$ cat src/sv/soqt_pkg.sv
// ----------------------------------------------------------------------------
// soqt_pkg
// shared types and constants for the session owner quota table
// ----------------------------------------------------------------------------
package soqt_pkg;

	localparam int INODE_SLOTS   = 1024;
	localparam int SESSION_SLOTS = 16;
	localparam int IDX_W  = $clog2(INODE_SLOTS);
	localparam int SLOT_W = (SESSION_SLOTS > 1) ? $clog2(SESSION_SLOTS) : 1;
	localparam logic [31:0] BYTE_CAP_RESET = 32'd16777216;

	localparam logic [2:0] KIND_TAG      = 3'd0;
	localparam logic [2:0] KIND_LOOKUP   = 3'd1;
	localparam logic [2:0] KIND_NEXT     = 3'd2;
	localparam logic [2:0] KIND_CLEAR    = 3'd3;
	localparam logic [2:0] KIND_CHARGE   = 3'd4;
	localparam logic [2:0] KIND_UNCHARGE = 3'd5;
	localparam logic [2:0] KIND_READ     = 3'd6;

	typedef struct packed {
		logic [2:0]  kind;
		logic [10:0] inode_number;
		logic [31:0] session_id;
		logic [10:0] after_inode;
		logic [31:0] byte_amount;
	} req_t;

	typedef struct packed {
		logic [31:0] owner_session;
		logic        is_visible;
		logic [10:0] next_owned_inode;
		logic        charge_status;
		logic [31:0] session_bytes;
	} rsp_t;

endpackage

$ cat src/sv/soqt_slots.sv
// ----------------------------------------------------------------------------
// soqt_slots
// session accounting slots with one shared add / compare unit
// ----------------------------------------------------------------------------
module soqt_slots (
	input  logic                   clk,
	input  logic                   arst_n,
	input  logic                   start,
	input  soqt_pkg::req_t         req,
	input  logic                   do_clear,
	input  logic [31:0]            byte_cap,
	output logic                   done,
	output logic                   status,
	output logic [31:0]            bytes
);
	import soqt_pkg::*;

	logic [SESSION_SLOTS-1:0] in_use_q;
	logic [31:0] sess_q [SESSION_SLOTS];
	logic [31:0] cnt_q  [SESSION_SLOTS];

	logic [SESSION_SLOTS-1:0] hit;
	logic any_hit, any_free;
	logic [SLOT_W-1:0] hit_idx, free_idx, idx;
	logic [31:0] cur, room, nxt;
	logic reject;

	// one-hot match and first free slot
	always_comb begin
		hit_idx  = '0;
		free_idx = '0;
		any_hit  = 1'b0;
		any_free = 1'b0;
		for (int i = SESSION_SLOTS - 1; i >= 0; i--) begin
			hit[i] = in_use_q[i] && (sess_q[i] == req.session_id);
			if (hit[i]) begin
				any_hit = 1'b1;
				hit_idx = SLOT_W'(i);
			end
			if (!in_use_q[i]) begin
				any_free = 1'b1;
				free_idx = SLOT_W'(i);
			end
		end
		idx = any_hit ? hit_idx : free_idx;
		cur = any_hit ? cnt_q[hit_idx] : '0;
		room = byte_cap - req.byte_amount;
		reject = (req.byte_amount > byte_cap) || (cur > room);
		if (req.kind == KIND_CHARGE) nxt = cur + req.byte_amount;
		else nxt = (req.byte_amount >= cur) ? '0 : cur - req.byte_amount;
	end

	always_ff @(posedge clk or negedge arst_n) begin
		if (!arst_n) begin
			in_use_q <= '0;
			done     <= 1'b0;
		end else begin
			done <= start;
			if (do_clear && req.session_id != '0)
				in_use_q <= in_use_q & ~hit;
			if (start && req.session_id != '0) begin
				case (req.kind)
					KIND_CHARGE: begin
						if (any_hit || any_free) begin
							in_use_q[idx] <= 1'b1;
							sess_q[idx]   <= req.session_id;
							if (!reject) cnt_q[idx] <= nxt;
							else if (!any_hit) cnt_q[idx] <= '0;
						end
					end
					KIND_UNCHARGE: begin
						if (any_hit) cnt_q[idx] <= nxt;
					end
					default: ;
				endcase
			end
		end
	end

	always_ff @(posedge clk) begin
		if (start) begin
			status <= (req.kind == KIND_CHARGE) && req.session_id != '0 &&
				(!(any_hit || any_free) || reject);
			bytes <= (req.kind == KIND_READ) ? cur : '0;
		end
	end

endmodule

$ cat config.mk
export PLATFORM = sky130hd
export DESIGN_NAME = soqt_slots
export DESIGN_NICKNAME = d
export VERILOG_FILES = /design/src/sv/soqt_pkg.sv /design/src/sv/soqt_slots.sv
export SDC_FILE = /design/constraint.sdc
export NUM_CORES = 2
export LEC_CHECK = 0
export BUFFER_PORTS_ARGS = -buffer_cell sky130_fd_sc_hd__buf_2
export CAP_MARGIN = 20
export CORE_MARGIN = 4
export CORE_UTILIZATION = 40
export CTS_BUF_LIST = sky130_fd_sc_hd__clkbuf_8
export DETAILED_ROUTE_END_ITERATION = 8
export GPL_TIMING_DRIVEN = 0
export PLACE_DENSITY = 0.58
export SYNTH_ARGS = -nofsm -noshare
export SYNTH_HDL_FRONTEND = slang
export SYNTH_SLANG_ARGS = --single-unit
$ cat constraint.sdc
create_clock -name clk -period 19.65 [get_ports clk]
set_clock_uncertainty 0.2 [all_clocks]
set_input_delay 3.93 -clock clk [delete_from_list [all_inputs] [get_ports clk]]
set_output_delay 3.93 -clock clk [all_outputs]
set_load 0.005 [all_outputs]
== After elaboration in Yosys (flattened, before gate mapping) ==
Memories as Yosys holds them, arrays and structs flattened.
Cells that the tools add are included.
Storage, ports and cells
  bits in registers: 50
  memory bits (writable): 1024
  input port bits: 125
  output and inout bits: 34
  memories: 2
Memory list
  cnt_q: depth 16, bits a word 32, read ports 1, clocked after Yosys merged registers in 0, write ports 1, line soqt_slots.sv:20  | logic [31:0] cnt_q [SESSION_SLOTS];
  sess_q: depth 16, bits a word 32, read ports 16, clocked after Yosys merged registers in 0, write ports 1, line soqt_slots.sv:19  | logic [31:0] sess_q [SESSION_SLOTS];
Operators by class
  add/sub/neg operators: 3
  $lt $le $gt $ge: 5
  eq/ne operators: 19
  muxes and demuxes: 95
  bitwise gates (word level): 5
  reduce and logical (&&, ||, !) cells: 30
Operator list (number)
  == test 32 bit: 16
  2-to-1 mux 32 bit: 5
  2-to-1 mux 4 bit: 33
  greater-than comparator 32 bit: 2
  2-to-1 mux 16 bit: 4
  subtractor 32 bit: 2
  2-to-1 mux 1 bit: 52
  adder 32 bit: 1
  >= comparator 32 bit: 1
  nonzero test 32 bit: 1
  logical AND 1 bit: 25
  AND 16 bit: 1
  NOT 16 bit: 1
  OR 16 bit: 1
  == test 3 bit, second input constant: 3
  less-than comparator 4 x 5 -> 1 bit, second input constant: 1
  demux 1 bit (select 4 bit): 1
  >= comparator 4 x 1 -> 1 bit, second input constant: 1
  logical OR 1 bit: 3
  OR 1 bit: 2
  zero test 1 bit: 1

== Logic depth before layout (Yosys ltp) ==
An unclocked memory read counts as a cell.
  depth after elaboration: 30
  mapped depth: 33
  depth with buffers taken out: 28

== Worst setup path before layout ==
OpenSTA, ideal clock, no wires.
  path type: input port to flip-flop
  start point: in req[62] (netlist name)
  end point: mem cnt_q[0][0] (enable)
  data arrival time: 10.381 ns
  data required time: 19.029 ns
  slack: 8.648 ns
  stages: 27
  path buffers: 4
  path through: buf_2 > buf_4 > xnor2_1 > nand4_1 > nor4_1 > nand3_1 > and2_1 > o221a_2 > buf_4 > buf_1 > o211a_1 > a2111oi_0 > a31oi_1 > nand2_1 > a31oi_2 > ha_1 > nand2_1 > nor3_1 > nand3_1 > or3_1 > or4_1 > o21ai_0 > o21a_1 > nand3_1 > o22ai_1 > nand2_1 > nor2_1
Between the ends
  longest elaborated chain between the ends: 30
  elaborated cells between the ends (all ways): 92
RTL lines
  start: declaration: line soqt_slots.sv:9  | input soqt_pkg::req_t req,
  == test 32 bit: line soqt_slots.sv:35  | hit[i] = in_use_q[i] && (sess_q[i] == req.session_id);
  logical AND 1 bit: line soqt_slots.sv:35
  2-to-1 mux 4 bit (16 in series): line soqt_slots.sv:36  | if (hit[i]) begin
  memory (16 x 32 bit)
  2-to-1 mux 32 bit (*): line soqt_slots.sv:46  | cur = any_hit ? cnt_q[hit_idx] : '0;
  via cur[29]: line soqt_slots.sv:25  | logic [31:0] cur, room, nxt;
  greater-than comparator 32 bit (*): line soqt_slots.sv:48  | reject = (req.byte_amount > byte_cap) || (cur > room);
  logical OR 1 bit (*): line soqt_slots.sv:48
  2-to-1 mux 1 bit: line soqt_slots.sv:67  | if (!reject) cnt_q[idx] <= nxt;
  2-to-1 mux 1 bit: line soqt_slots.sv:64  | if (any_hit || any_free) begin
  2-to-1 mux 1 bit: line soqt_slots.sv:62  | case (req.kind)
  2-to-1 mux 1 bit: line soqt_slots.sv:61  | if (start && req.session_id != '0) begin
  logical AND 1 bit (on tied branches): line soqt_slots.sv:67, soqt_slots.sv:68
  2-to-1 mux 1 bit (on tied branches): line soqt_slots.sv:67, soqt_slots.sv:68
  OR 1 bit (no source line) (*) (2 in series)
  end: declaration: line soqt_slots.sv:20
Mark *: on every way through the listed nets, which the timed path passes. The rest lies on a longest branch.

== Worst setup path in the final report ==
  start point: in req[61] (netlist name)
  end point: mem cnt_q[10][29] (data pin)
Between the ends
  longest elaborated chain between the ends: 30
  elaborated cells between the ends (all ways): 90
RTL lines
  == test 32 bit: line soqt_slots.sv:35
  logical AND 1 bit: line soqt_slots.sv:35
  2-to-1 mux 4 bit (16 in series): line soqt_slots.sv:36
  memory (16 x 32 bit)
  2-to-1 mux 32 bit (*): line soqt_slots.sv:46
  via cur[0]: line soqt_slots.sv:25
  greater-than comparator 32 bit: line soqt_slots.sv:48
  logical OR 1 bit: line soqt_slots.sv:48
  2-to-1 mux 1 bit: line soqt_slots.sv:67
  2-to-1 mux 1 bit: line soqt_slots.sv:64
  2-to-1 mux 1 bit: line soqt_slots.sv:62
  2-to-1 mux 1 bit: line soqt_slots.sv:61
  logical AND 1 bit (not written as such): line soqt_slots.sv:68  | else if (!any_hit) cnt_q[idx] <= '0;
  2-to-1 mux 1 bit (not written as such): line soqt_slots.sv:68
  2-to-1 mux 32 bit (no source line)
  2-to-1 mux 32 bit (no source line) (*)
Marked as above.

==> impl_metrics.tcl <==
set metrics [dict create \
    status "completed" \
    reg2regPathDepth 26 \
    root_buffer "clkbuf_8" \
    drc 0 \
    finalCriticalPeriod_ps 14580 \
    cp-start-kind "input port" \
    worstHoldStart "in_use_q[11]" \
    cts.sinks 1074 \
    cts_tree "yes" \
    grt_overflow 0 \
    grt_pass1_vias 33000 \
    ys_types 78 \
    numCtsBuffers 176 \
    maxCapViolCount 0 \
    synth_warnings 0 \
    final_nets 4402 \
    rows 130 \
    clkLatencyLatePin_ps 890 \
    boundaryPins 159 \
    finalSetupViolCount 0 \
    mostFrequentLayoutCells "1057 x edfxtp_1, 526 x xnor2_1, 266 x a21oi_1" \
    vias 34290 \
    synth_flop_cell "edfxtp_1" \
    initial_core_util_pct 40.31 \
    slew_viol_final 0 \
    crit_arrival_ps 15080 \
    port_buffers 136 \
    synthesis.area_um2 50610 \
    grt_first_pass_wirelength_mm 234.3 \
    grt_max_degree 37 \
    clk_pin_slew_ps 60 \
    design_area_um2 57850 \
    dpl-instance-area_um2 54690 \
    crit_required_ps 20150 \
    power.total_mw 4.726 \
    async_reset_ff_share_pct 1.583 \
    r2r_start "sess_q[11][30]" \
    worst_path_most_repeated_cell "clkbuf_1" \
    viasPerCell 5.775 \
    ys_seq_elements 1074 \
    wirelength_mm 164.7 \
    leakagePower_nw 20.08 \
    ant_nets 0 \
    cts_setup_buffers 0 \
    worstSetupPathType "input port to flip-flop" \
    crit_fanout 17 \
    cts_hold_buf 0 \
    die_y_um 363.7 \
    cp_slowest_cell "nor4_1" \
    powerDensity_nw_per_um2 81.69 \
    first_iter_violations 3580 \
    cts-resized-gates 0 \
    rsz0062_at_grt "false" \
    min_path_cells 2 \
    timing.rr.end "cnt_q[9][2]" \
    netlist_instances 3770 \
    die_x_um 363.7 \
    peakVddDrop_uv 69.49 \
    final_common_cell "edfxtp_1" \
    antenna_found_initial 4 \
    htreeDepth 4 \
    place.gp.congestion 0.9204 \
    fillers 11370 \
    whs_ps 372.3 \
    fin_setup_tns_ps 0 \
    reg2reg_slack_ps 9030 \
    pre_cts_slack_ps 4291 \
    fp.dieArea_um2 132300 \
    synth_edf_count 1057 \
    hold_path_class "flip-flop to flip-flop" \
    setup_ws_ps 5070 \
    first_pass_iters 6 \
    drive_gt1_share_pct 14.75 \
    slew_headroom_pct 23.32 \
    area_growth_pct 14.30 \
    core_um2 125600 \
    whs_endpoint "in_use_q[11]" \
    post-route-period-util_pct 74.20 \
    syn_area_per_cell_um2 13.43 \
    clock_path_buffers 3 \
    end_kind "flip-flop" \
    hpwl_mm 112.4 \
    worst_slew_pin_slew_ps 1140 \
    fmax_mhz 68.59 \
    synth_nets 4025 \
    slowest_delay_ps 950 \
    seq_area_frac_synth_pct 63.55 \
    grt_usage_pct 24.56 \
    finalHoldViolations 0 \
    routedWlPerCell_um 27.74 \
]
==> metal layers <==
metal  vias to the layer above  share of wire [%]  global-route usage, %  wire, µm
met2                      1552                 48                  40.88     79470
li1                      15160                  -                      -         -
met4                         2                3.3                  9.018      5447
met5                         -               0.11                      0       174
met3                       278                7.8                  4.278     12830
met1                     17300                 41                  32.33     66800
==> layout make-up <==
type	count	area, µm²	share of cell area (%)
Antenna cell	4	10.01	0.01730
Buffer	219	1200	2.074
Clock buffer	180	2477	4.282
Clock inverter	135	639.4	1.105
Inverter	83	311.5	0.5385
Multi-Input combinational cell	2394	17330	29.96
Sequential cell	1074	32170	55.60
Tap cell	1650	2064	3.569
Timing Repair Buffer	199	1653	2.857
==> sequential cells by signal, indices dropped and copies added (netlist names) <==
signal / flops
bytes: 32
cnt_q: 512
done: 1
in_use_q: 16
sess_q: 512
status: 1
==> worst max-delay path by stage <==
stage,from,to,slack [ps],cells after the start
finish,req[61],cnt_q[10][29],5070,35
global route,req[61],cnt_q[8][29],4650,34
CTS,req[61],cnt_q[4][1],5220,34
detailed placement,req[61],cnt_q[6][1],4290,34
global placement,req[66],cnt_q[13][5],2160,25
floorplan,req[62],cnt_q[0][0],8650,27
==> power breakdown <==
| part | internal (mW) | switching [mW] |
|---|---|---|
| sequential | 2.54 | 0.0108 |
| clock | 0.866 | 0.909 |
| combinational | 0.124 | 0.278 |
| total | 3.53 | 1.20 |
==> synth_stat cells (15+ instances only) <==
cell type	count	area share [%]
a32oi_1	38	0.66
o21a_1	17	0.25
buf_4	40	0.59
a21o_1	53	0.79
xnor2_1	526	9.1
nand3_1	66	0.65
a221oi_1	15	0.26
and2_1	29	0.36
dfrtp_1	17	0.84
nor3_1	53	0.52
clkbuf_1	82	0.61
and3_1	19	0.23
a2111oi_0	24	0.42
nand4_1	161	2.0
nand2_1	236	1.8
o211a_1	58	1.1
a21oi_1	269	2.7
inv_1	83	0.62
o21ai_0	104	1.0
a211oi_1	55	0.82
a31oi_1	45	0.56
mux2i_1	69	1.4
a211o_1	39	0.67
buf_2	68	0.67
ha_1	127	3.1
nor4_1	36	0.44
nor2_1	135	1.0
edfxtp_1	1057	63
buf_6	19	0.42
nand2b_1	15	0.19
==> through the flow <==
stage               cells  util [%]
floorplan            3770         -
global placement     5556     42.49
detailed placement   5616     43.55
CTS                  5931     46.04
global route         5935     46.07
finish               5938     46.07
==> cell families after synthesis <==
kind of cell | share of synthesized area [%]
AO/OA/AOI/OAI | 11.38
XOR/XNOR | 9.344
adder cells (fa/ha/maj) | 3.258
buffers and inverters | 2.986
flip-flops | 63.55
multiplexers | 1.498
AND/OR/NAND/NOR | 7.977
==> worst max-delay path, delay by kind of cell <==
family | cells | cell delay [ps]
buffers and inverters | 10 | 3790
XOR/XNOR | 1 | 160
AND/OR/NAND/NOR | 8 | 2760
AO/OA/AOI/OAI | 14 | 3710
adder cells (fa/ha/maj) | 2 | 650
Power figures use the tool's default switching activity.
